<file path="config.mk">
export PLATFORM = sky130hd
export DESIGN_NAME = pdq_ctrl
export DESIGN_NICKNAME = d
export VERILOG_FILES = /design/src/rtl/pdq_pkg.sv /design/src/rtl/pdq_ctrl.sv
export SDC_FILE = /design/constraint.sdc
export NUM_CORES = 1
export LEC_CHECK = 0
export BUFFER_PORTS_ARGS = -buffer_cell sky130_fd_sc_hd__buf_2
export CAP_MARGIN = 5
export CORE_AREA = 2 2 39 41
export CTS_CLUSTER_DIAMETER = 100
export DETAILED_ROUTE_END_ITERATION = 16
export DIE_AREA = 0 0 41 43
export PLACE_DENSITY_LB_ADDON = 0.1
export SYNTH_ARGS = -nofsm -noshare
export SYNTH_HDL_FRONTEND = slang
export SYNTH_SLANG_ARGS = --single-unit
</file>
<file path="constraint.sdc">
create_clock -name clk_i -period 1.14 [get_ports clk_i]
set_input_delay 0.114 -clock clk_i [delete_from_list [all_inputs] [get_ports clk_i]]
set_output_delay 0.114 -clock clk_i [all_outputs]
set_load 0.1 [all_outputs]
</file>
<file path="src/rtl/pdq_pkg.sv">
package pdq_pkg;

  // Sample format and limits
  localparam int unsigned SAMPLE_FRAC_BITS_DEF = 27;
  localparam logic [31:0] RIFF_DATA_LIMIT      = 32'd4294967259;
  localparam logic [31:0] NOISE_SEED           = 32'h9e3779b9;

  // PCM full-scale multipliers
  localparam logic [22:0] SCALE_16 = 23'd32767;
  localparam logic [22:0] SCALE_24 = 23'd8388607;

  // Data bytes per stereo frame
  localparam logic [2:0] FRAME_BYTES_16 = 3'd4;
  localparam logic [2:0] FRAME_BYTES_24 = 3'd6;

  // Configuration port
  localparam int unsigned CFG_IDX_W  = 2;
  localparam int unsigned CFG_DATA_W = 24;
  localparam logic [CFG_IDX_W-1:0] REG_SAMPLE_FORMAT = 2'd0;
  localparam logic [CFG_IDX_W-1:0] REG_DITHER_ENABLE = 2'd1;
  localparam logic [CFG_IDX_W-1:0] REG_GAIN          = 2'd2;

  // Reset values of the registers
  localparam logic        SAMPLE_FORMAT_RST = 1'b1;
  localparam logic        DITHER_ENABLE_RST = 1'b0;
  localparam logic [23:0] GAIN_RST          = 24'd65536;

  typedef struct packed {
    logic signed [31:0] left_sample;
    logic signed [31:0] right_sample;
    logic               last_in_block;
  } in_t;

  typedef struct packed {
    logic signed [23:0] left_code;
    logic signed [23:0] right_code;
    logic               size_overflow;
    logic [31:0]        bytes_total;
    logic               last_out;
  } out_t;

  typedef struct packed {
    logic        sample_format;
    logic        dither_enable;
    logic [23:0] gain;
  } cfg_t;

  // Controller to datapath strobes
  typedef struct packed {
    logic load;
    logic mul;
    logic sat;
    logic add;
    logic plo;
    logic phi;
    logic sum;
    logic rnd;
    logic fin;
    logic side;
  } cmd_t;

  typedef struct packed {
    logic out_free;
  } status_t;

  // One xorshift32 step
  function automatic logic [31:0] xs32(input logic [31:0] x);
    logic [31:0] y;
    y = x ^ (x << 13);
    y = y ^ (y >> 17);
    y = y ^ (y << 5);
    return y;
  endfunction

endpackage

</file>
<file path="src/rtl/pdq_ctrl.sv">
module pdq_ctrl (
  input  logic             clk_i,
  input  logic             rst_ni,
  input  logic             in_valid_i,
  input  pdq_pkg::status_t status_i,
  output pdq_pkg::cmd_t    cmd_o,
  output logic             in_stall_o
);
  import pdq_pkg::*;

  localparam logic [3:0] ST_IDLE = 4'd0;
  localparam logic [3:0] ST_MUL  = 4'd1;
  localparam logic [3:0] ST_SAT  = 4'd2;
  localparam logic [3:0] ST_ADD  = 4'd3;
  localparam logic [3:0] ST_PLO  = 4'd4;
  localparam logic [3:0] ST_PHI  = 4'd5;
  localparam logic [3:0] ST_SUM  = 4'd6;
  localparam logic [3:0] ST_RND  = 4'd7;
  localparam logic [3:0] ST_FIN  = 4'd8;

  logic [3:0] state_q, state_d;
  logic       side_q, side_d;

  // Sequence left sample, then right, then hand the frame over
  always_comb begin
    state_d = state_q;
    side_d  = side_q;
    cmd_o   = '0;
    cmd_o.side = side_q;
    case (state_q)
      ST_IDLE: begin
        if (in_valid_i) begin
          cmd_o.load = 1'b1;
          side_d     = 1'b0;
          state_d    = ST_MUL;
        end
      end
      ST_MUL: begin
        cmd_o.mul = 1'b1;
        state_d   = ST_SAT;
      end
      ST_SAT: begin
        cmd_o.sat = 1'b1;
        state_d   = ST_ADD;
      end
      ST_ADD: begin
        cmd_o.add = 1'b1;
        state_d   = ST_PLO;
      end
      ST_PLO: begin
        cmd_o.plo = 1'b1;
        state_d   = ST_PHI;
      end
      ST_PHI: begin
        cmd_o.phi = 1'b1;
        state_d   = ST_SUM;
      end
      ST_SUM: begin
        cmd_o.sum = 1'b1;
        state_d   = ST_RND;
      end
      ST_RND: begin
        cmd_o.rnd = 1'b1;
        if (side_q) begin
          state_d = ST_FIN;
        end else begin
          side_d  = 1'b1;
          state_d = ST_MUL;
        end
      end
      ST_FIN: begin
        if (status_i.out_free) begin
          cmd_o.fin = 1'b1;
          state_d   = ST_IDLE;
        end
      end
      default: begin
        state_d = ST_IDLE;
      end
    endcase
  end

  always_ff @(posedge clk_i or negedge rst_ni) begin
    if (!rst_ni) begin
      state_q <= ST_IDLE;
      side_q  <= 1'b0;
    end else begin
      state_q <= state_d;
      side_q  <= side_d;
    end
  end

  assign in_stall_o = (state_q != ST_IDLE);

`ifndef ASSERT_OFF
  // Stay idle until a transaction arrives
  a_idle_hold: assert property (@(posedge clk_i) disable iff (!rst_ni)
    (state_q == ST_IDLE) && !in_valid_i |=> (state_q == ST_IDLE))
    else $error("controller left idle without a transaction");

  // The right sample is always rounded just before the frame is finished
  a_fin_after_right: assert property (@(posedge clk_i) disable iff (!rst_ni)
    (state_q == ST_FIN) |-> side_q)
    else $error("frame finished before right sample");
`endif

endmodule

</file>
==> results of run 1 <==
-- routing by layer --
layer	wire, um	track usage, %
met2	755	31.87
met4	14	10.00
met1	455	25.08
met3	66	7.330
met5	0	0
-- layout make-up --
cell class                      instances  area (um^2)
Tap cell                               16        20.02
Sequential cell                         5        125.1
Clock buffer                            4        26.28
Inverter                                3        11.26
Multi-Input combinational cell         29        334.1
Timing Repair Buffer                   35        426.7
Fill cell                             106        440.4
-- placed cells by master (no fill, tap or decap), drive strengths merged --
cell,synthesis,layout
nor2,5,5
nand4b,1,1
nor2b,1,1
dlygate4sd3,0,1
inv,3,3
a2111oi,1,1
nor4b,1,1
nor3,5,5
buf,6,34
a21bo,1,1
o211ai,1,1
or4b,1,1
a21oi,2,2
and3,1,1
nand2b,4,4
o22ai,1,1
clkbuf,0,4
dfrtp,5,5
nand3b,1,1
nand2,3,3
-- final timing paths --
kind | endpoint | slack, ps
worst min-delay path | state_q[3]$_DFFE_PN0P_ | 100
worst max-delay path | cmd_o[1] | -440
worst max register to register | state_q[3]$_DFFE_PN0P_ | -260
min in group asynchronous | state_q[1]$_DFFE_PN0P_ | 220
worst min register to register | state_q[0]$_DFFE_PN0P_ | 560
max in group asynchronous | state_q[2]$_DFFE_PN0P_ | 790
-- through the flow --
| stage | cells | hold slack (ps) |
|---|---|---|
| 4_1_cts | 90 | 73.26 |
| 2_1_floorplan | 43 | -181.6 |
| 6_report | 92 | 100.3 |
| 3_3_place_gp | 78 | -73.00 |
| 3_5_place_dp | 78 | -68.09 |
| 5_1_grt | 92 | 96.50 |
-- flip-flops by register name, summed over array words and instances (netlist names) --
register / count
side_q: 1
state_q: 4
-- logic make-up (layout without fill, tap and decap cells) --
logic type / Yosys count / after routing
AND/OR/NAND/NOR: 23 / 23
buffers and inverters: 9 / 42
AO/OA/AOI/OAI: 6 / 6
flip-flops: 5 / 5
-- timing repair --
item / CTS / global route
hold endpoints to repair: 5 / 0
gates cloned: 1 / 0
hold buffers: 1 / 0
resized for setup: 15 / 5
pin swaps: 4 / 6
endpoints found under the setup margin: 11 / 13
buffers inserted: 6 / 3
==> results.txt, run 1 <==
- Synthesis Warnings: 0
- Fraction of final layout cells with drive strength greater than 1: approximately three quarters
* Total count of hold-check failures in the final report: 0
* Die Width: 41 um
* Gpl congestion: 0.6544
- After synthesis, the netlist uses 19 different library cells.
- After Yosys synthesis, full adders, half adders and majority gates account for 0% of the synthesized area.
* CP Capture Type: output port
- Count of standard-cell rows: 14
* Number of H-tree levels: 1
- The checks that failed: setup timing.
- In this run the worst setup path begins at state_q[1]$_DFFE_PN0P_.
* Global-route total usage across every layer: a little over a fifth
- Walking the worst path, the cells encountered are or4b_4 > nor2_4 > buf_12.
* Critical path's slowest cell: sky130_fd_sc_hd__or4b_4
- Reported max-cap violation count: 0
- Data arrival time of the critical path: roughly 1500 ps
- In this run, synthesis produced a sequential element count of 5.
- Count of pins on the block boundary: 15
- Area growth from synthesis to final layout: 160.0%
* Count of buffer and inverter cells on the critical path: 1
* Sum of routed wire length over all layers: about 1300 um
* Slew margin rel.: between 80% and 90%
* Largest family of logic cells by synthesized area: simple AND/OR/NAND/NOR gates
- Clock latency on the worst-skew pair, taken at its later pin, is roughly 240 ps.
- Per-instance average area after synthesis: ~8.4 um^2
* Hold wc startpoint: status_i
- The placed instances occupy a cell area of 758.2 um^2.
* Portion of the clock cycle consumed by the worst path in the final layout: 138.8%
- Logic depth of the worst setup path including buffers: 3
- Via density per instance: 4.783
* F_max: around 630 MHz
* Worst hold path class: input port to register
- Outcome: complete, but fails checks
* Clock slew at reported path FFs: roughly 40 ps
- The first routing iteration left 0 violations.
* Vias in the first global route: approximately 490
- Detailed routing inserted a total of 440 vias.
- After synthesis, the share of cell area in mux cells is 0%.
* Cell type contributing the most total cell area after synthesis: sky130_fd_sc_hd__dfrtp_1
* Share of the synthesized area in compound gates (AO/OA/AOI/OAI): roughly 15%
* Total standard cell area after synthesis: 362.8 um^2
* Synthesized netlist net count: between 40 and 50
* Crit path max-delay family: simple AND/OR/NAND/NOR gates
- Endpoint required time on the critical path: ~1000 ps
- On the final layout, the worst clock skew is ~1.5 ps.
- The total area inside the core boundary comes to roughly 1400 um^2.
- Number of buffers on the longest clock path: 2
* TritonCTS Buffers: 3
- RSZ-0062 raised after global routing: true
- Measured in cells, the most critical reg-to-reg path has a length of 4.
- Total grt overflow: 0
- Clock tree from TritonCTS: done
- The net count of the finished layout is 81.
- After detailed routing, the average wire length per cell comes to 14.03 um.
* Setup TNS: -3620 ps
- The number of antenna violations at the first check in global routing is 0.
- Starting utilization of the core area: 26.22%
- Number of instances in the synthesized netlist: 43
* Share of the synthesized area in the top cell type: 34.48%
- Measured on the finished design, the core utilization comes to 68.17%.
- With fillers left out, the area of the finished cells amounts to roughly 940 um^2.
- The count of nets left with antenna violations once routing finished came out at 0.
- Share of async-settable or async-resettable flops after synthesis: between 90% and 100%
- Setup violations remaining at the end of the flow were counted as 13.
- Stage delay of the slowest cell on the critical path: 550 ps
* Area of the die: between 1500 and 2000 um^2
- Post-route minimum period: around 1600 ps
* Basic-gate share of the synthesized area counting and, or, nand and nor cells: around 36%
- Largest net degree at the start of global routing: 12
* Synth top area cells: sky130_fd_sc_hd__dfrtp_1, sky130_fd_sc_hd__buf_4, sky130_fd_sc_hd__nand2b_1, sky130_fd_sc_hd__nor3_1, sky130_fd_sc_hd__nor2_1
- Sum of net half-perimeters after detailed placement: roughly 780 um
- Vertical die dimension: ~43 um
- The critical path is of the register to output port type.
- Worst slack after detailed placement: -205.4 ps
- Slack of the critical path: -442.9 ps
- Port bufs: 14
- Of the synthesized area, sequential elements account for between 30% and 40%.
- 0 antenna diodes ended up in the layout.
- Summing the areas of all xor and xnor instances in the mapped netlist gives 0% of the synthesized area.
- In this run, synthesis inferred 0 flip-flops with an integrated enable.
- The first global-routing pass estimated about 2400 um of wire.
- The final-report max-slew violation count was 0.
- Worst Max-Slew Pin Slew: 255.2 ps
- Sorting the synthesized cells by how often they occur yields sky130_fd_sc_hd__dfrtp_1, sky130_fd_sc_hd__nor2_1, sky130_fd_sc_hd__nor3_1.
- Critical R2R Launch: state_q[1]$_DFFE_PN0P_
* Number of remaining DRC errors: 0
- CTS saw 5 sinks.
- For this run, the detailed router's first-pass iteration total came to 1.
- Most frequently used flop master after synthesis: sky130_fd_sc_hd__dfrtp_1
- The tree is rooted in a sky130_fd_sc_hd__clkbuf_4.
- Highest net fanout along the worst path: 2
- STA classifies the critical path startpoint as a register.
* Number of cells on the worst hold path: 2
Power of run 1 is left out: the tool's default activity adds up to more than one toggle a clock period on the data nets, which glitch-free logic cannot reach.
==> run 2: changes to the inputs <==
- ABC_AREA: not set -> 1
- BUFFER_PORTS_ARGS: -buffer_cell sky130_fd_sc_hd__buf_2 -> not set
- DONT_BUFFER_PORTS: not set -> 1
==> results.txt, run 2 <==
- The number of primary I/O pins is 15 (unchanged).
- The number of buffers between clock root and the deepest sink is 2 (unchanged).
* Initial drt markers: 4 (+4)
- Most frequently used flop master after synthesis: sky130_fd_sc_hd__dfrtp_1
- The average cell area after synthesis is 6.788 um^2 (-20%).
* Synth top area cells: sky130_fd_sc_hd__dfrtp_1, sky130_fd_sc_hd__inv_1, sky130_fd_sc_hd__nor2_1, sky130_fd_sc_hd__nand2_1, sky130_fd_sc_hd__nand3_1
- Placeable Area: 1384 um^2 (unchanged)
* Root Driver: sky130_fd_sc_hd__clkbuf_4
* Starting utilization of the core area: 23.06% (-3.2 points)
- The total number of clock tree sinks is 5 (unchanged).
- Fraction of final layout cells with drive strength greater than 1: 71.83% (-4.5 points)
* Data arrival time of the critical path: 1350 ps (-120 ps)
- Sequential cell area fraction in the yosys report: 39.22% (+4.7 points)
- The largest incremental delay on the critical path came to 380 ps (-170 ps).
- By count the netlist is led by sky130_fd_sc_hd__inv_1, sky130_fd_sc_hd__nor2_1, sky130_fd_sc_hd__nand2_1.
* CP Capture Type: output port
- The count of cells along the worst register-to-register path came to 7 (+3).
* Routed wire length per instance: 10.74 um (-23%)
- Largest regs: state_q: 4 flops, side_q: 1 flops
- Violated checks: setup timing
* Vias in the first global route: 360 (-26%)
- The final-report max-slew violation count came to 0 (unchanged).
- Share of async-settable or async-resettable flops after synthesis: 100.0% (unchanged)
* Number of cells on the worst hold path: 3 (+1)
* Clock slew at reported path FFs: 50 ps (about the same)
* Synthesis Warnings: 0 (unchanged)
* Final setup violation count: 13 (unchanged)
- Number of antenna violations at the first check in global routing: 0 (unchanged)
- Die Width: 41 um (unchanged)
- The total number of nets in the final design is 76 (-6.2%).
- Relative to the synthesized area, the layout overhead comes to 144.3%.
- Clock tree skew after final layout: 2.087 ps (+0.5647 ps)
- Register-to-register setup slack: -150 ps (+110 ps)
- Setup repair after global routing could not meet its margin everywhere.
* Reported max-cap violation count: 0 (unchanged)
* Most repeated cell in the gate-level netlist after synthesis: sky130_fd_sc_hd__inv_1
- Total grt overflow: 0 (unchanged)
* Via density per instance: 4.207 (-12%)
- The startpoint identified for the worst hold timing path is status_i.
* Capture instance of the worst register-to-register path: side_q$_DFFE_PN0P_
* Startpoint kind of the worst setup timing path: register
- The period utilization came to 128.6% (-10 points).
* Antenna violation net count after detailed routing: 0 (unchanged)
* Critical R2R Launch: state_q[2]$_DFFE_PN0P_
* Slew margin rel.: 81.66% (-1.3 points)
- The number of unique standard cell types used by synthesis was 13 (-6).
- The number of levels the H-tree was split into was 1 (unchanged).
* Most common cell after layout, fill and taps aside: sky130_fd_sc_hd__buf_12
- The final worst-path setup slack was -326.4 ps (+116.5 ps).
* Number of optimization iterations in the first detailed-route pass: 2 (+1)
- Count of state elements after synthesis: 5 (unchanged)
- The post-layout minimum cycle time came to 1466 ps (-116.5 ps).
- The cell area after placement is 648.1 um^2 (-15%).
* Worst Max-Slew Pin Slew: 277.4 ps (+22.22 ps)
* Clock tree from TritonCTS: done
- Cells traversed along the worst timing path: buf_6 > nor2_4 > nand2_8 > nor2_4 > buf_12
* Endpoint required time on the critical path: 1030 ps (about the same)
- Global-route total usage across every layer: 13.97% (-7.0 points)
- The worst hold path belongs to the class input port to register.
- The highest net fanout along the worst path is 4 (+2).
- Vertical die dimension: 43 um (unchanged)
* TritonCTS Buffers: 3 (unchanged)
- Number of instances in the synthesized netlist: 47 (+9.3%)
- The post-route standard cell area excluding fillers was 779.5 um^2 (-17%).
- Cell type contributing the most total cell area after synthesis: sky130_fd_sc_hd__dfrtp_1
- The DRC violation count after routing is 0 (unchanged).
* Global-route wire length before repair: 1538 um (-36%)
- Total standard cell area after synthesis: 319.1 um^2 (-12%)
* Count of standard-cell rows: 14 (unchanged)
* Number of flip-flops in the largest register: 4 (unchanged)
- The number of port buffers came to 0 (-14).
- The maximum clock rate came to 681.9 MHz (+7.9%).
* Number of enable-type register cells in the synthesized netlist: 0 (unchanged)
- More flip-flops sit in one register than any other, and that register is state_q.
- The final-report hold violation count is 0 (unchanged).
- The final wirelength came to 934 um (-28%).
* Routed vias: 366 (-17%)
- Later-pin clock latency in the skew report: 240 ps (about the same)
- Critical path's slowest cell: sky130_fd_sc_hd__dfrtp_1
* Outcome: complete, but fails checks
- Gpl congestion: 0.6679 (+2.1%)
* Most Frequent Cell on Critical Path: sky130_fd_sc_hd__nor2_4
* Leading cell types in the layout, fill and taps excluded: sky130_fd_sc_hd__buf_12, sky130_fd_sc_hd__nor2_4, sky130_fd_sc_hd__buf_4
* Largest net degree at the start of global routing: 6 (-6)
- The path with the worst hold slack has its endpoint at state_q[3]$_DFFE_PN0P_.
- The diode insertion count for antenna repair is 0 (unchanged).
- The setup path with the least slack is of type register to output port.
- Area of the die: 1763 um^2 (unchanged)
- The area share of the leading cell type in the synthesized netlist was 39.22% (+4.7 points).
- Sum of net half-perimeters after detailed placement: 697.1 um (-10%)
* Synthesized netlist net count: 51 (+8.5%)
==> run 2: cell count changes after synthesis, moves of 4 or more <==
cell,previous run,this run
sky130_fd_sc_hd__nand3_1,0,4
sky130_fd_sc_hd__nand2_1,3,7
sky130_fd_sc_hd__inv_1,3,11
sky130_fd_sc_hd__nor3_1,5,1
sky130_fd_sc_hd__nor2_1,5,9
sky130_fd_sc_hd__nand2b_1,4,0
==> run 2: per-layer routing <==
metal,track usage (%),part of all wire [%],vias to the layer above
met5,0,0,-
met4,8.000,1.5,0
met3,8.377,5.9,2
met2,20.94,58,10
met1,14.19,34,170
li1,-,-,184
==> run 2: how the worst max path moves through the flow <==
stage	slack [ps]	endpoint	startpoint
6_report	-330	cmd_o[9]	state_q[2]$_DFFE_PN0P_
5_1_grt	-390	cmd_o[9]	state_q[2]$_DFFE_PN0P_
3_5_place_dp	-80	cmd_o[8]	state_q[3]$_DFFE_PN0P_
4_1_cts	-330	cmd_o[5]	state_q[2]$_DFFE_PN0P_
3_3_place_gp	-70	cmd_o[7]	state_q[3]$_DFFE_PN0P_
2_1_floorplan	-440	side_q$_DFFE_PN0P_	state_q[1]$_DFFE_PN0P_
==> run 2: repair_timing <==
| action | in CTS | in global routing |
|---|---|---|
| pin swaps | 9 | 5 |
| gates resized for setup | 9 | 10 |
| hold endpoints to repair | 5 | 0 |
| hold buffers | 1 | 0 |
| endpoints found under the setup margin | 10 | 14 |
| setup buffers | 3 | 4 |
==> run 2: cells by family (layout without fill, tap and decap cells) <==
group           count (synthesis)  in the layout  synth area share [%]
buf+inv                        14             38                 18.82
compound gates                  4              4                 8.625
flops                           5              5                 39.22
simple gates                   24             24                 33.33
==> run 2: final cells by class <==
cell class                 instances  area (um^2)
clock buffer                       4        26.28
tap                               16        20.02
multi-input combinational         28        242.7
sequential                         5        128.9
inverter                          12        53.80
fill                             129        604.3
timing repair buffer              22        307.8
==> run 2: critical path: cells and delay by family, from the launching register on <==
family	cells	cell delay (ps)
buffers and inverters	2	310
DFF	1	380
and+or+nand+nor	3	410
==> run 2: per-stage QoR <==
stage	hold WS [ps]	util (%)	setup slack (ps)	setup TNS (ps)	cells
floorplan	-181.6	-	-442.8	-2219	47
global placement	-181.5	46.84	-74.99	-267.1	77
detailed placement	-181.5	46.84	-75.20	-311.6	77
CTS	135.8	52.71	-327.1	-2761	85
global route	150.6	56.33	-393.4	-3696	87
finish	144.4	56.33	-326.4	-2868	87
Power of run 2 is left out for the same reason.
==> run 3: changes to the inputs <==
- PLACE_DENSITY_LB_ADDON: 0.1 -> not set
==> results.txt, run 3 (synthesis results as in run 2) <==
- The number of port buffers came to 0 (unchanged).
- Walking the worst path, the cells encountered are nor2_4 > nand2_8 > nor2_4 > buf_12.
- Clock slew at reported path FFs: 40 ps (about the same)
- The total setup violations reported at the end of the flow came to 13 (unchanged).
- Count of buffer and inverter cells on the critical path: 1 (-1)
- Number of H-tree levels: 1 (unchanged)
- The die boundary width is 41 um (unchanged).
- Gpl congestion: 0.7296 (+9.2%)
* Number of remaining DRC errors: 0 (unchanged)
* Placeable Area: 1384 um^2 (unchanged)
* Vertical die dimension: 43 um (unchanged)
- The estimated wirelength of the detail-placed design came to 639.2 um (-8.3%).
- The total number of clock tree sinks is 5 (unchanged).
- Register with the highest flop count: state_q
* Total grt overflow: 0 (unchanged)
* Sum of routed wire length over all layers: 949 um (+1.6%)
* Utilization after layout: 59.31% (+3.0 points)
* Count of standard-cell rows: 14 (unchanged)
- Area growth from synthesis to final layout: 157.3%
- In this run the worst hold path is classified as input port to register.
- Via density per instance: 4.152 (-1.3%)
- Antenna violation net count after detailed routing: 0 (unchanged)
- Clock tree from TritonCTS: done
- The number of antenna violations at the first check in global routing was 0 (unchanged).
- The post-layout minimum cycle time came to 1445 ps (-21.32 ps).
- Setup TNS: -3009 ps (-140.9 ps)
* Worst Max-Slew Pin Slew: 277.3 ps (-0.1185 ps)
* Violated checks: setup timing
* TritonCTS Buffers: 3 (unchanged)
- The area of the die came to 1763 um^2 (unchanged).
* Later-pin clock latency in the skew report: 240 ps (about the same)
* Initial drt markers: 0 (-4)
- Global-route total usage across every layer: 12.82% (-1.2 points)
- The worst setup path is launched from a register.
- The period utilization came to 126.8% (-1.9 points).
- F_max: 692.0 MHz (+1.5%)
- The effective utilization at floorplan is 23.06% (unchanged).
* Number of buffers on the longest clock path: 2 (unchanged)
- Total count of max-transition violations in the final report: 0 (unchanged)
- STA classifies the critical path endpoint as an output port.
- Fraction of final layout cells with drive strength greater than 1: 75.00% (+3.2 points)
- The number of placed instances, taps included was 77 (unchanged).
- The via count of the first global-routing pass is 363 (+0.83%).
- Slew margin rel.: 81.67% (about the same)
* Outcome: complete, but fails checks
* # diodes: 0 (unchanged)
- Crit path max-delay family: simple AND/OR/NAND/NOR gates
- Setup repair after global routing could not meet its margin everywhere.
* Routed wire length per instance: 10.32 um (-3.9%)
* Largest regs: state_q: 4 flops, side_q: 1 flops
* Endpoint required time on the critical path: 1030 ps (about the same)
* Final instance count without filler cells: 92 (+5.7%)
- The first-pass iteration count of the detailed router came to 1 (-1).
- Total count of hold-check failures in the final report: 0 (unchanged)
* Clock tree skew after final layout: 5.876 ps (+3.789 ps)
- Slack of the critical path: -305.1 ps (+21.32 ps)
- Leading cell types in the layout, fill and taps excluded: sky130_fd_sc_hd__buf_12, sky130_fd_sc_hd__buf_4, sky130_fd_sc_hd__nor2_4
- The largest net degree at the start of global routing came to 6 (unchanged).
- Routed vias: 382 (+4.4%)
- Stage delay of the slowest cell on the critical path: 430 ps (+50 ps)
* Data arrival time of the critical path: 1330 ps (-20 ps)
* Worst slack after detailed placement: -81.73 ps (-6.533 ps)
- The cell that appears most often on the critical path is sky130_fd_sc_hd__nor2_4.
- CTS placed an instance of sky130_fd_sc_hd__clkbuf_4 at the clock tree root.
- Count of pins on the block boundary: 15 (unchanged)
- Among all stages on the critical path, the largest delay is contributed by sky130_fd_sc_hd__dfrtp_1.
- The highest net fanout along the worst path came to 4 (unchanged).
- The max-capacitance violation count was 0 (unchanged).
- NumNets Final: 81 (+6.6%)
- The flip-flop count of the largest register after layout came to 4 (unchanged).
- Global-route wire length before repair: 1435 um (-6.7%)
* Critical path type: register to output port
-- run 3: cell types whose count changed in the layout (fill, tap and decap cells not counted), sizes merged --
| cell | previous run | this run |
|---|---|---|
| buf | 21 | 26 |
-- run 3: cell type report --
cell class | count | area [um^2]
multi-input combinational | 28 | 239.0
tap | 16 | 20.02
fill | 117 | 563.0
sequential | 5 | 128.9
clock buffer | 4 | 26.28
timing repair buffer | 27 | 352.8
inverter | 12 | 53.80
-- run 3: metrics by stage --
stage / cell area (um^2) / hold WS [ps]
CTS: 774.5 / 139.5
floorplan: 410.4 / -181.6
finish: 820.8 / 147.2
detailed placement: 648.1 / -181.5
global route: 820.8 / 149.0
global placement: 648.1 / -181.5
-- run 3: layer usage --
metal / vias up / global-route usage (%) / wire (um)
li1: 196 / - / -
met3: 0 / 6.283 / 36
met5: - / 0 / 0
met4: 0 / 6.000 / 0
met1: 176 / 13.40 / 379
met2: 10 / 20.31 / 533
-- run 3: final timing paths --
path                                         from  slack, ps  cells after the start                     end
min in group asynchronous                  rst_ni        170                      1      side_q$_DFFE_PN0P_
setup reg to reg           state_q[0]$_DFFE_PN0P_       -200                      7  state_q[0]$_DFFE_PN0P_
hold reg to reg                side_q$_DFFE_PN0P_        590                      2      side_q$_DFFE_PN0P_
setup / recovery           state_q[2]$_DFFE_PN0P_       -310                      4                cmd_o[9]
max in group asynchronous                  rst_ni        750                      1  state_q[1]$_DFFE_PN0P_
hold / removal                           status_i        150                      3  state_q[3]$_DFFE_PN0P_
-- run 3: tightest hold or removal path, stage by stage --
cell                      delay, ps
sky130_fd_sc_hd__inv_1           50
sky130_fd_sc_hd__nand3_1        110
sky130_fd_sc_hd__o21ai_1         70
-- run 3: timing repair --
| item | in CTS | in global routing |
|---|---|---|
| pin swaps | 7 | 5 |
| setup endpoints to repair | 11 | 14 |
| gates resized for setup | 14 | 7 |
| hold buffers | 1 | 0 |
| hold endpoints to repair | 5 | 0 |
| setup buffers | 7 | 6 |
Power of run 3 is left out for the same reason.
